**src/rtl/core/u8d_pkg.sv**
```systemverilog
// Shared types and constants of the UTF-8 to UTF-16LE decoder.
`timescale 1ns / 1ps
`default_nettype none
package u8d_pkg;

  typedef enum logic [1:0] {
    ST_UNIT = 2'd0,
    ST_END  = 2'd1,
    ST_FAIL = 2'd2
  } u8d_status_t;

  typedef struct packed {
    u8d_status_t status;
    logic [15:0] code_unit;
    logic [15:0] unit_count;
    logic        last;
  } u8d_result_t;

  // All results caused by one input byte: one or two.
  typedef struct packed {
    logic        two;
    u8d_result_t first;
    u8d_result_t second;
  } u8d_group_t;

  localparam logic [15:0] MAX_UNITS_RESET = 16'hFFFF;

endpackage
`default_nettype wire

```
**src/rtl/core/u8d_if.sv**
```systemverilog
// Channel interfaces of the decoder: input bytes, results and configuration.
`timescale 1ns / 1ps
`default_nettype none
interface u8d_byte_if;
  logic       valid;
  logic       ready;
  logic [7:0] data_byte;
  modport source (output valid, output data_byte, input ready);
  modport sink (input valid, input data_byte, output ready);
endinterface

interface u8d_result_if;
  logic        valid;
  logic        ready;
  logic [1:0]  status;
  logic [15:0] code_unit;
  logic [15:0] unit_count;
  logic        last;
  modport source (output valid, output status, output code_unit, output unit_count,
                  output last, input ready);
  modport sink (input valid, input status, input code_unit, input unit_count,
                input last, output ready);
endinterface

interface u8d_cfg_if;
  logic        valid;
  logic        ready;
  logic [15:0] max_units;
  modport source (output valid, output max_units, input ready);
  modport sink (input valid, input max_units, output ready);
endinterface
`default_nettype wire

```
**src/rtl/core/u8d_decode.sv**
```systemverilog
// Input byte register and per-byte UTF-8 decode with string state.
`timescale 1ns / 1ps
`default_nettype none
module u8d_decode (
  input  wire logic              clk,
  input  wire logic              rst,
  input  wire logic              in_valid,
  output logic                   in_ready,
  input  wire logic [7:0]        in_byte,
  input  wire logic              cfg_we,
  input  wire logic [15:0]       cfg_max_units,
  input  wire logic              q_ready,
  output logic                   grp_valid,
  output u8d_pkg::u8d_group_t    grp
);

  logic        in_full;
  logic [7:0]  byte_q;
  logic [15:0] max_units;
  logic [15:0] partial_unit;
  logic [1:0]  bytes_pending;
  logic        three_byte_seq;
  logic [15:0] units_done;
  logic        skipping_to_nul;

  logic [15:0] partial_unit_next;
  logic [1:0]  bytes_pending_next;
  logic        three_byte_seq_next;
  logic [15:0] units_done_next;
  logic        skipping_to_nul_next;
  logic        has_result;
  logic        fire;

  assign fire     = in_full && q_ready;
  assign in_ready = !in_full || q_ready;

  always_comb begin
    logic [7:0]  c;
    logic [15:0] unit;
    logic [15:0] cnt;
    logic        do_emit;
    logic        do_finish;
    u8d_pkg::u8d_status_t fin_status;

    c         = byte_q;
    unit      = 16'd0;
    do_emit   = 1'b0;
    do_finish = 1'b0;
    fin_status = u8d_pkg::ST_END;
    cnt       = units_done + 16'd1;

    partial_unit_next    = partial_unit;
    bytes_pending_next   = bytes_pending;
    three_byte_seq_next  = three_byte_seq;
    units_done_next      = units_done;
    skipping_to_nul_next = skipping_to_nul;
    has_result           = 1'b0;
    grp                  = '0;

    if (skipping_to_nul) begin
      if (c == 8'd0) begin
        skipping_to_nul_next = 1'b0;
      end
    end else if (bytes_pending != 2'd0) begin
      if (c[7:6] != 2'b10) begin
        do_finish  = 1'b1;
        fin_status = u8d_pkg::ST_FAIL;
      end else if (bytes_pending[1]) begin
        partial_unit_next  = partial_unit | {4'd0, c[5:0], 6'd0};
        bytes_pending_next = 2'd1;
      end else begin
        unit = partial_unit | {10'd0, c[5:0]};
        // Three-byte results in the surrogate range D800-DFFF are rejected.
        if (three_byte_seq && unit[15:11] == 5'b11011) begin
          do_finish  = 1'b1;
          fin_status = u8d_pkg::ST_FAIL;
        end else begin
          do_emit = 1'b1;
        end
      end
    end else if (units_done >= max_units || c == 8'd0) begin
      do_finish  = 1'b1;
      fin_status = u8d_pkg::ST_END;
    end else if (!c[7]) begin
      unit    = {8'd0, c};
      do_emit = 1'b1;
    end else if (c[7:5] == 3'b110) begin
      partial_unit_next   = {5'd0, c[4:0], 6'd0};
      bytes_pending_next  = 2'd1;
      three_byte_seq_next = 1'b0;
    end else if (c[7:4] == 4'b1110) begin
      partial_unit_next   = {c[3:0], 12'd0};
      bytes_pending_next  = 2'd2;
      three_byte_seq_next = 1'b1;
    end else begin
      do_finish  = 1'b1;
      fin_status = u8d_pkg::ST_FAIL;
    end

    if (do_finish) begin
      has_result            = 1'b1;
      grp.first.status      = fin_status;
      grp.first.code_unit   = 16'd0;
      grp.first.unit_count  = units_done;
      grp.first.last        = 1'b1;
      partial_unit_next     = 16'd0;
      bytes_pending_next    = 2'd0;
      three_byte_seq_next   = 1'b0;
      units_done_next       = 16'd0;
      skipping_to_nul_next  = (c != 8'd0);
    end else if (do_emit) begin
      has_result            = 1'b1;
      grp.first.status      = u8d_pkg::ST_UNIT;
      grp.first.code_unit   = unit;
      grp.first.unit_count  = cnt;
      partial_unit_next     = 16'd0;
      bytes_pending_next    = 2'd0;
      three_byte_seq_next   = 1'b0;
      if (cnt >= max_units) begin
        // Limit reached: an end result follows from the same byte.
        grp.two               = 1'b1;
        grp.first.last        = 1'b0;
        grp.second.status     = u8d_pkg::ST_END;
        grp.second.code_unit  = 16'd0;
        grp.second.unit_count = cnt;
        grp.second.last       = 1'b1;
        units_done_next       = 16'd0;
        skipping_to_nul_next  = (c != 8'd0);
      end else begin
        grp.first.last  = 1'b1;
        units_done_next = cnt;
      end
    end
  end

  assign grp_valid = fire && has_result;

  always_ff @(posedge clk) begin
    if (rst) begin
      in_full         <= 1'b0;
      max_units       <= u8d_pkg::MAX_UNITS_RESET;
      partial_unit    <= 16'd0;
      bytes_pending   <= 2'd0;
      three_byte_seq  <= 1'b0;
      units_done      <= 16'd0;
      skipping_to_nul <= 1'b0;
    end else begin
      if (in_ready) begin
        in_full <= in_valid;
      end
      if (cfg_we) begin
        max_units <= cfg_max_units;
      end
      if (fire) begin
        partial_unit    <= partial_unit_next;
        bytes_pending   <= bytes_pending_next;
        three_byte_seq  <= three_byte_seq_next;
        units_done      <= units_done_next;
        skipping_to_nul <= skipping_to_nul_next;
      end
    end
  end

  always_ff @(posedge clk) begin
    if (in_ready && in_valid) begin
      byte_q <= in_byte;
    end
  end

endmodule
`default_nettype wire

```
**src/rtl/core/u8d_queue.sv**
```systemverilog
// Result queue: stores one group per byte that has results and hands out its results one per beat.
`timescale 1ns / 1ps
`default_nettype none
module u8d_queue #(
  parameter int DEPTH = 4
) (
  input  wire logic                clk,
  input  wire logic                rst,
  input  wire logic                push,
  input  wire u8d_pkg::u8d_group_t push_grp,
  output logic                     push_ready,
  output logic                     out_valid,
  input  wire logic                out_ready,
  output u8d_pkg::u8d_result_t     out_res
);

  localparam int AW = (DEPTH > 1) ? $clog2(DEPTH) : 1;
  localparam int CW = $clog2(DEPTH + 1);
  localparam logic [AW-1:0] LAST_PTR = AW'(DEPTH - 1);
  localparam logic [CW-1:0] FULL_CNT = CW'(DEPTH);

  u8d_pkg::u8d_group_t mem [DEPTH];
  logic [AW-1:0] wr_ptr;
  logic [AW-1:0] rd_ptr;
  logic [CW-1:0] count;
  logic          sel;
  logic          pop_beat;
  logic          group_done;
  logic          do_push;
  u8d_pkg::u8d_group_t head;

  assign head       = mem[rd_ptr];
  assign push_ready = (count != FULL_CNT);
  assign do_push    = push && push_ready;
  assign out_valid  = (count != '0);
  assign out_res    = sel ? head.second : head.first;
  assign pop_beat   = out_valid && out_ready;
  assign group_done = pop_beat && (sel || !head.two);

  always_ff @(posedge clk) begin
    if (rst) begin
      wr_ptr <= '0;
      rd_ptr <= '0;
      count  <= '0;
      sel    <= 1'b0;
    end else begin
      if (do_push) begin
        wr_ptr <= (wr_ptr == LAST_PTR) ? '0 : wr_ptr + AW'(1);
      end
      if (group_done) begin
        rd_ptr <= (rd_ptr == LAST_PTR) ? '0 : rd_ptr + AW'(1);
      end
      if (pop_beat) begin
        sel <= !group_done;
      end
      count <= count + CW'(do_push) - CW'(group_done);
    end
  end

  always_ff @(posedge clk) begin
    if (do_push) begin
      mem[wr_ptr] <= push_grp;
    end
  end

endmodule
`default_nettype wire

```
**src/rtl/core/utf8_to_utf16le_decoder_unit.sv**
```systemverilog
// Top level of the UTF-8 to UTF-16LE stream decoder.
//
//   Channel     Dir   Payload                                   Beat
//   byte_ch     in    data_byte[7:0]                            one UTF-8 byte
//   result_ch   out   status[1:0] code_unit unit_count last     one result
//   cfg_ch      in    max_units[15:0]                           register write
//
// A byte is registered on acceptance, decoded from that register, and its
// group is then registered into the result queue. One byte is taken every
// cycle while the result queue has room; a byte that hits the unit limit
// makes two results, one per output beat. Reset (rst, synchronous)
// clears the string state, empties the queue and sets max_units to 65535.
// A stall on result_ch fills the queue of QUEUE_DEPTH groups, then the input
// register, and only then drops byte_ch.ready. Configuration is always ready.
`timescale 1ns / 1ps
`default_nettype none
module utf8_to_utf16le_decoder_unit #(
  parameter int QUEUE_DEPTH = 4
) (
  input  wire logic     clk,
  input  wire logic     rst,
  u8d_byte_if.sink      byte_ch,
  u8d_result_if.source  result_ch,
  u8d_cfg_if.sink       cfg_ch
);

  logic                 q_ready;
  logic                 grp_valid;
  u8d_pkg::u8d_group_t  grp;
  u8d_pkg::u8d_result_t res;

  // Register writes land now; users write only when idle; block never checks.
  assign cfg_ch.ready = 1'b1;

  // Byte register plus decode; it advances only when the queue can take a group.
  u8d_decode u_decode (
    .clk           (clk),
    .rst           (rst),
    .in_valid      (byte_ch.valid),
    .in_ready      (byte_ch.ready),
    .in_byte       (byte_ch.data_byte),
    .cfg_we        (cfg_ch.valid),
    .cfg_max_units (cfg_ch.max_units),
    .q_ready       (q_ready),
    .grp_valid     (grp_valid),
    .grp           (grp)
  );

  // The queue separates decode from the output so a stalled sink does not
  // stop the input until the queue is full.
  u8d_queue #(
    .DEPTH (QUEUE_DEPTH)
  ) u_queue (
    .clk        (clk),
    .rst        (rst),
    .push       (grp_valid),
    .push_grp   (grp),
    .push_ready (q_ready),
    .out_valid  (result_ch.valid),
    .out_ready  (result_ch.ready),
    .out_res    (res)
  );

  assign result_ch.status     = res.status;
  assign result_ch.code_unit  = res.code_unit;
  assign result_ch.unit_count = res.unit_count;
  assign result_ch.last       = res.last;

endmodule
`default_nettype wire

```
**src/flat_wrapper.sv**
```systemverilog
// flat-port wrapper written by rule: the top's interface ports become plain ports
module utf8_to_utf16le_decoder_unit_flat 
#(
  parameter int QUEUE_DEPTH = 4
)
  (clk, rst, byte_ch_valid, byte_ch_data_byte, byte_ch_ready, result_ch_valid, result_ch_status, result_ch_code_unit, result_ch_unit_count, result_ch_last, result_ch_ready, cfg_ch_valid, cfg_ch_max_units, cfg_ch_ready);
  u8d_byte_if byte_ch_i ();
  u8d_result_if result_ch_i ();
  u8d_cfg_if cfg_ch_i ();
  input  wire logic clk;
  input  wire logic rst;
  input wire logic [$bits(byte_ch_i.valid)-1:0] byte_ch_valid;
  input wire logic [$bits(byte_ch_i.data_byte)-1:0] byte_ch_data_byte;
  output wire logic [$bits(byte_ch_i.ready)-1:0] byte_ch_ready;
  output wire logic [$bits(result_ch_i.valid)-1:0] result_ch_valid;
  output wire logic [$bits(result_ch_i.status)-1:0] result_ch_status;
  output wire logic [$bits(result_ch_i.code_unit)-1:0] result_ch_code_unit;
  output wire logic [$bits(result_ch_i.unit_count)-1:0] result_ch_unit_count;
  output wire logic [$bits(result_ch_i.last)-1:0] result_ch_last;
  input wire logic [$bits(result_ch_i.ready)-1:0] result_ch_ready;
  input wire logic [$bits(cfg_ch_i.valid)-1:0] cfg_ch_valid;
  input wire logic [$bits(cfg_ch_i.max_units)-1:0] cfg_ch_max_units;
  output wire logic [$bits(cfg_ch_i.ready)-1:0] cfg_ch_ready;
  assign byte_ch_i.valid = byte_ch_valid;
  assign byte_ch_i.data_byte = byte_ch_data_byte;
  assign byte_ch_ready = byte_ch_i.ready;
  assign result_ch_valid = result_ch_i.valid;
  assign result_ch_status = result_ch_i.status;
  assign result_ch_code_unit = result_ch_i.code_unit;
  assign result_ch_unit_count = result_ch_i.unit_count;
  assign result_ch_last = result_ch_i.last;
  assign result_ch_i.ready = result_ch_ready;
  assign cfg_ch_i.valid = cfg_ch_valid;
  assign cfg_ch_i.max_units = cfg_ch_max_units;
  assign cfg_ch_ready = cfg_ch_i.ready;
  utf8_to_utf16le_decoder_unit #(.QUEUE_DEPTH(QUEUE_DEPTH)) u_core (.clk(clk), .rst(rst), .byte_ch(byte_ch_i), .result_ch(result_ch_i), .cfg_ch(cfg_ch_i));
endmodule
```
**config.mk**
```make
export PLATFORM = sky130hd
export DESIGN_NAME = utf8_to_utf16le_decoder_unit_flat
export DESIGN_NICKNAME = d
export VERILOG_FILES = /design/src/rtl/core/u8d_pkg.sv /design/src/rtl/core/u8d_if.sv /design/src/rtl/core/u8d_decode.sv /design/src/rtl/core/u8d_queue.sv /design/src/rtl/core/utf8_to_utf16le_decoder_unit.sv /design/src/flat_wrapper.sv
export SDC_FILE = /design/constraint.sdc
export NUM_CORES = 1
export LEC_CHECK = 0
export CAP_MARGIN = 15
export CORE_MARGIN = 3
export CORE_UTILIZATION = 45
export DETAILED_ROUTE_END_ITERATION = 8
export DONT_BUFFER_PORTS = 1
export PLACE_DENSITY = 0.67
export SLEW_MARGIN = 20
export SYNTH_ARGS = -nofsm -noshare
export SYNTH_HDL_FRONTEND = slang
export SYNTH_HIERARCHICAL = 1
export SYNTH_SLANG_ARGS = --single-unit
```
**constraint.sdc**
```tcl
create_clock -name clk -period 5.25 [get_ports clk]
set_input_delay 1.05 -clock clk [delete_from_list [all_inputs] [get_ports clk]]
set_output_delay 1.05 -clock clk [all_outputs]
set_load 0.01 [all_outputs]
```
# Word level (Yosys, flattened, before mapping)
# Memory sizes are Yosys's and may differ from the RTL's. A register that Yosys moved wholly into a read port is not among the register bits.
# Index checks and enable logic that the tools add are counted.
[totals]
ff_bits = 69
ram_bits = 284
inputBits = 29
out_inout_bits = 38
elab_cells = 145
memories = 1
[mem_list]
columns = ["memory", "depth", "width", "rd", "rd_ports_with_merged_regs", "write_ports", "line_no", "text"]
rows = [
  ["u_core.u_queue.mem", 4, 71, 1, 1, 1, "u8d_queue.sv:22", "u8d_pkg::u8d_group_t mem [DEPTH];"],
]
[classes]
n_addsub = 5
magnitude_cmp = 2
n_eq_ne = 13
n_mux = 83
bitwise_logic = 2
reduce_logical = 26
[ops]
columns = ["operator", "count"]
rows = [
  ["$mux W16", 17],
  ["$mux W35", 3],
  ["$mux W71", 1],
  ["$mux W2", 22],
  ["$mux W1", 37],
  ["$mux W34", 1],
  ["$ge A16 B16 Y1", 2],
  ["$add A16 B1 Y16 const B", 1],
  ["$or A16 B12 Y16", 1],
  ["$or A16 B6 Y16", 1],
  ["$mux W7", 2],
  ["$ne A4 B2 Y1 const B", 3],
  ["$reduce_and A6 Y1", 2],
  ["$ne A3 B1 Y1 const B", 3],
  ["$logic_not A8 Y1", 1],
  ["$reduce_bool A4 Y1", 2],
  ["$reduce_bool A8 Y1", 1],
  ["$logic_and A1 B1 Y1", 7],
  ["$reduce_and A7 Y1", 1],
  ["$reduce_bool A3 Y1", 2],
  ["$eq A5 B5 Y1 const B", 1],
  ["$reduce_bool A5 Y1", 1],
  ["$add A2 B1 Y2 const B", 2],
  ["$eq A2 B2 Y1 const B", 2],
  ["other kinds (10)", 15],
]

# Longest topological paths before layout
[depth]
depth_word = 14
depth_mapped = 20
ltp_nobuf = 17

# By module
# Netlist, hierarchy kept.
[by_module_without_submodules]
columns = ["module", "n_inst", "cells_each", "area_per_inst_um2", "seq_area_each_um2"]
rows = [
  ["u8d_queue", 1, 468, 11220.8, 8728.4],
  ["u8d_decode", 1, 462, 3831.2, 1181.1],
  ["utf8_to_utf16le_decoder_unit", 1, 2, 11.3, 0.0],
]

# Worst setup path after synthesis
# Ideal clock, no wire load.
[synth_timing]
path_kind = "register -> register"
start = "reg u_core.u_decode.units_done[0]"
end = "mem u_core/u_queue/mem[0][0] (netlist bit), enable pin"
setup_time_ns = 0.437
arrival_time_ns = 4.487
required_ns = 4.813
setup_slack_ns = 0.325
stages_incl_launch_ff = 13
path_buffers = 3
period_less_slack_ns = 4.925
path_cell_list = "dfxtp_1 -> clkbuf_1 -> inv_1 -> ha_1 -> nand2b_1 -> a31oi_1 -> o21ai_1 -> a2111o_1 -> a21o_1 -> a21oi_4 -> buf_6 -> buf_1 -> and3_1"
[synth_between]
elab_chain_len = 11
word_cells_on_any_way = 14
classes_between = "order compare (1); mux (10); reduce/logical (3)"
[synth_lines]
columns = ["element", "line_no", "text"]
rows = [
  ["start: declaration", "u8d_decode.sv:23", "logic [15:0] units_done;"],
  ["start signal: assignment", "u8d_decode.sv:158", "units_done <= units_done_next;"],
  ["$ge A16 B16 Y1 *", "u8d_decode.sv:81", "end else if (units_done >= max_units || c == 8'd0) begin"],
  ["$logic_or A1 B1 Y1 *", "u8d_decode.sv:81", ""],
  ["$mux W1", "u8d_decode.sv:81", ""],
  ["$mux W1", "u8d_decode.sv:64", "end else if (bytes_pending != 2'd0) begin"],
  ["$mux W1", "u8d_decode.sv:60", "if (skipping_to_nul) begin"],
  ["$mux W1", "u8d_decode.sv:111", "end else if (do_emit) begin"],
  ["$mux W1 *", "u8d_decode.sv:100", "if (do_finish) begin"],
  ["$logic_and A1 B1 Y1 *", "u8d_decode.sv:136", "assign grp_valid = fire && has_result;"],
  ["via u_core.grp_valid", "utf8_to_utf16le_decoder_unit.sv:28", "logic grp_valid;"],
  ["$logic_and A1 B1 Y1 *", "u8d_queue.sv:34", "assign do_push = push && push_ready;"],
  ["$mux W1 *", "u8d_queue.sv:61", "if (do_push) begin"],
  ["$mux W1 (implied by the code) *", "u8d_queue.sv:62", "mem[wr_ptr] <= push_grp;"],
  ["end: declaration", "u8d_queue.sv:22", ""],
]
# The timed path passes the listed nets; every way through them passes the cells marked *.

# Final worst setup path
[layout_timing]
start = "reg u_core.u_decode.units_done[7]"
end = "reg u_core.u_queue.count[2]"
[layout_between]
elab_chain_len = 11
word_cells_on_any_way = 14
classes_between = "add/sub (2); order compare (1); mux (8); reduce/logical (3)"
[layout_lines]
columns = ["element", "line_no", "text"]
rows = [
  ["$ge A16 B16 Y1 *", "u8d_decode.sv:81", ""],
  ["$logic_or A1 B1 Y1 *", "u8d_decode.sv:81", ""],
  ["$mux W1", "u8d_decode.sv:81", ""],
  ["$mux W1", "u8d_decode.sv:64", ""],
  ["$mux W1", "u8d_decode.sv:60", ""],
  ["$mux W1", "u8d_decode.sv:111", ""],
  ["$mux W1 *", "u8d_decode.sv:100", ""],
  ["$logic_and A1 B1 Y1 *", "u8d_decode.sv:136", ""],
  ["via u_core.grp_valid", "utf8_to_utf16le_decoder_unit.sv:28", ""],
  ["$logic_and A1 B1 Y1 *", "u8d_queue.sv:34", ""],
  ["$add A3 B1 Y3 *", "u8d_queue.sv:56", "count <= count + CW'(do_push) - CW'(group_done);"],
  ["$sub A3 B1 Y3 *", "u8d_queue.sv:56", ""],
  ["end signal: assignment", "u8d_queue.sv:56", ""],
  ["end: declaration", "u8d_queue.sv:25", "logic [CW-1:0] count;"],
]
# Marks and branches as above.
# A chain may end at the register's enable or synchronous reset.

==> impl_results.md <==
* Max clock buf depth at 3
* Area share of the largest cell type after synthesis at 58.2%
* Synth Flop Type: edfxtp_1
* Hpwl dp at about 20000 um
* Crit-path cells: ha_1, and2_1, a221oi_2, o21ai_1, a2111o_1, a21o_1, a21oi_4, nand2_1, ha_1, inv_1, ha_1, inv_1, fa_1, xor2_1, and2_1, nor3_1
* YS warnings at 6
* Lkg Pwr at approximately 6 nW
* CTS sink cnt at 349
* Count of different cell masters after synthesis at 67
* Post-Route WL at between 30000 and 40000 um
* Total CTS buffers at 36
* H-tree lvl count at 2
* Sequential area share after synthesis at ~66%
* Power Dens Cells at 414 mW/mm2
* GRT Overall Usage at about 17%
* Initial core utilization at a little under half
* Status: finished, final reports clean
* IO buf count at 0
* RSZ-0062 raised after global routing: false
* Setup Skew at 0.0177 ns
* EDFF count, synth at between 200 and 300
* Resize count post-CTS at 0
* Die ar. at between 0.03 and 0.04 mm2
* Final setup violation count at 0
* Crit path from: u_core/u_decode/units_done[7]$_SDFFE_PP0P_
* Slew HR at between 40% and 50%
* Total core area at 0.0328 mm2
* Crit end category: flip-flop
* Layout Nets at 1004
* Max Clk Rate at roughly 240 MHz
* Gp weighted congestion at around 0.83
* Synth Register Bits at approximately 350
* Slowest CP cell: a2111o_1
* Setup slack, reg-to-reg at between 1 and 1.5 ns
* WP depth at 16
* Critical path endpoint: u_core/u_queue/count[2]$_SDFF_PP0_
* Met2 usage at around a quarter
* CTS tree: built
* DIE WIDTH at 189 um
* Mean Syn Cell Area at between 15 and 20 um2
* Post-Syn Area at ~0.015 mm2
* Multi-input logic area at about 0.0047 mm2
* Die Y-Extent at 189 um
* Rows at 66
* Synth area leader: edfxtp_1
* First-pass GRT wire length at approximately 47000 um
* Final hold viol count at 0
* Routed vias at between 7000 and 8000
* Pre-CTS setup slack at approximately 1.1 ns
* Arrival time worst endpoint at roughly 4.6 ns
* Pin count of the biggest net entering global routing at 49
* Worst r2r dst: u_core/u_queue/count[2]$_SDFF_PP0_
* Antenna violations before repair at 0
* Diode count at 0
* Met3 global-route usage at under 10%
* FILL cells at approximately 2700
* Fraction of layout cells with a size suffix above 1 at about 22%
* Startpoint types: flip-flop
* Ranking of synthesized cells by area: edfxtp_1 (58%), mux4_2 (10%), dfxtp_1 (7.6%)
* CTS root buffer: clkbuf_16
* Final setup margin at roughly 1.0 ns
* Buffers & Inverters on Critical Path at 2
* Crit path top cell by count: ha_1
* CP Max Fanout at 14
* Final Max Slew Viols at 0
* Worst slew pin tran at around 0.86 ns
* Layout area overhead at 10.7%
* DRC viols at 0
* Vias in the first global route at about 7700
* Post-layout min period at 4.21 ns
* Worst-skew pair later-pin latency at 0.51 ns
* Synthesized instance count at 932
* CP Class: flip-flop to flip-flop
* Final period utilization at 80.1%
* Reg area at between 0.009 and 0.01 mm2
* Worst VDD drop at roughly 270 uV
* WL per Instance at between 20 and 25 um
* DR pass1 iterations at 5
* Path category of the worst min-delay check: flip-flop to flip-flop
* Worst R2R Start: u_core/u_decode/units_done[7]$_SDFFE_PP0P_
* Total congestion overflow at 0
* Sum Neg Setup Slack at 0 ns
* Worst-path clk slew at roughly 0.060 ns
* # Post-CTS Setup Buffers at 0
* Largest stage delay, worst path at between 0.5 and 0.6 ns
* DR iter-0 viols at 700
* Hold-fix buffers, CTS at 0
* Routing usage on met1 at between 20 and 30%
* Post-DRT Antenna Nets at 0
* Worst EP required at ~5.7 ns
* Max Cap Viol at 0
* Vias per std cell at 5.60
* Gr busiest metal: met2
* Worst r2r path cells at 16
* CP delay by family, top: compound AO/OA/AOI/OAI gates
* FFs w/ async S/R, synth at 0%
* IO Pins at 67
==> cell type report <==
type | count | share of cell area, %
Inverter | 35 | 0.788
Timing Repair Buffer | 13 | 0.960
Clock inverter | 15 | 1.15
Multi-Input combinational cell | 499 | 28.2
Clock buffer | 51 | 6.11
Tap cell | 442 | 3.32
Sequential cell | 349 | 59.5
==> power breakdown <==
group          total [W]  switching, W  internal (W)
Combinational    0.00106      0.000557      0.000507
Sequential       0.00327      0.000147       0.00313
Clock            0.00257       0.00101       0.00156
Total            0.00690       0.00171       0.00519
==> stage by stage <==
stage                     total power (W)  util [%]  hold slack [ns]  std cells  cell area, um2
after floorplan                   0.00419         -            0.427        948           15100
after global placement            0.00442      47.2            0.439       1338           15500
after detailed placement          0.00442      47.2            0.444       1338           15500
after CTS                         0.00699      50.9            0.458       1404           16700
after global routing              0.00718      50.9            0.463       1404           16700
final                             0.00690      50.9            0.455       1404           16700
==> cells in the mapped netlist (10+ instances only) <==
| master | n |
|---|---|
| a21o_1 | 10 |
| nor3_1 | 12 |
| a31oi_1 | 10 |
| o211ai_1 | 17 |
| inv_1 | 34 |
| buf_1 | 11 |
| nor2b_1 | 12 |
| edfxtp_1 | 292 |
| buf_4 | 22 |
| nand2_1 | 54 |
| nand3_1 | 10 |
| nor2_1 | 27 |
| clkbuf_1 | 19 |
| ha_1 | 40 |
| o21ai_1 | 15 |
| and2_1 | 25 |
| and3_1 | 16 |
| mux2_2 | 35 |
| mux4_2 | 70 |
| dfxtp_1 | 57 |
| a21oi_1 | 22 |
==> logic make-up (layout without fill, tap and decap cells) <==
group	count (synthesis)	count (layout)	synth area share, %
flops	349	349	65.8
simple gates	195	195	6.79
compound gates	124	124	6.12
mux	113	113	13.8
buf+inv	100	114	3.52
fa+ha+maj	41	41	3.46
xor+xnor	8	8	0.465
other cells	2	18	0.0499
==> cells in the final DEF (no fill, tap or decap), drive strengths merged, types with 3 or more instances in the layout <==
| cell | Yosys | routed |
|---|---|---|
| inv | 35 | 35 |
| a21oi | 24 | 24 |
| nand3 | 10 | 10 |
| xor2 | 6 | 6 |
| dfxtp | 57 | 57 |
| or2 | 10 | 10 |
| nor2 | 27 | 27 |
| o32ai | 3 | 3 |
| o21a | 3 | 3 |
| clkinv | 0 | 9 |
| clkbuf | 20 | 51 |
| nand2 | 55 | 55 |
| mux2 | 41 | 41 |
| nand4 | 9 | 9 |
| nor2b | 12 | 12 |
| bufinv | 0 | 4 |
| o22ai | 5 | 5 |
| a21o | 10 | 10 |
| buf | 45 | 13 |
| o211ai | 17 | 17 |
| a22o | 9 | 9 |
| mux4 | 70 | 70 |
| o21ai | 25 | 25 |
| conb | 2 | 18 |
| a31oi | 10 | 10 |
| edfxtp | 292 | 292 |
| ha | 40 | 40 |
| nand2b | 7 | 7 |
| and2 | 25 | 25 |
| and3 | 16 | 16 |
| nor3 | 13 | 13 |
==> state kept, by name, summed over array words and instances, names as in the netlist, named ones only <==
register and flops:
u_core/u_queue/count 3, u_core/u_decode/byte_q 8, u_core/u_decode/skipping_to_nul 1, u_core/u_decode/units_done 16, u_core/u_decode/partial_unit 10, u_core/u_queue/rd_ptr 2
u_core/u_decode/in_full 1, u_core/u_queue/mem 284, u_core/u_queue/sel 1, u_core/u_decode/three_byte_seq 1, u_core/u_decode/max_units 16, u_core/u_decode/bytes_pending 2
u_core/u_queue/wr_ptr 2
==> worst min-delay path by stage <==
stage | startpoint | end | slack (ns) | cells past startpoint
floorplan | u_core/u_decode/three_byte_seq$_SDFFE_PP0P_ | u_core/u_decode/three_byte_seq$_SDFFE_PP0P_ | 0.43 | 1
global placement | u_core/u_decode/three_byte_seq$_SDFFE_PP0P_ | u_core/u_decode/three_byte_seq$_SDFFE_PP0P_ | 0.44 | 1
detailed placement | u_core/u_decode/three_byte_seq$_SDFFE_PP0P_ | u_core/u_decode/three_byte_seq$_SDFFE_PP0P_ | 0.44 | 1
CTS | u_core/u_decode/three_byte_seq$_SDFFE_PP0P_ | u_core/u_decode/three_byte_seq$_SDFFE_PP0P_ | 0.46 | 1
global route | u_core/u_decode/three_byte_seq$_SDFFE_PP0P_ | u_core/u_decode/three_byte_seq$_SDFFE_PP0P_ | 0.46 | 1
finish | u_core/u_decode/three_byte_seq$_SDFFE_PP0P_ | u_core/u_decode/three_byte_seq$_SDFFE_PP0P_ | 0.45 | 1
==> routing by layer <==
layer | vias to the layer above | wire, um
met1 | 4024 | 14300
met5 | - | 0
met2 | 206 | 14100
li1 | 3603 | -
met4 | 0 | 454
met3 | 35 | 1550
Power figures use the tool's default switching activity.
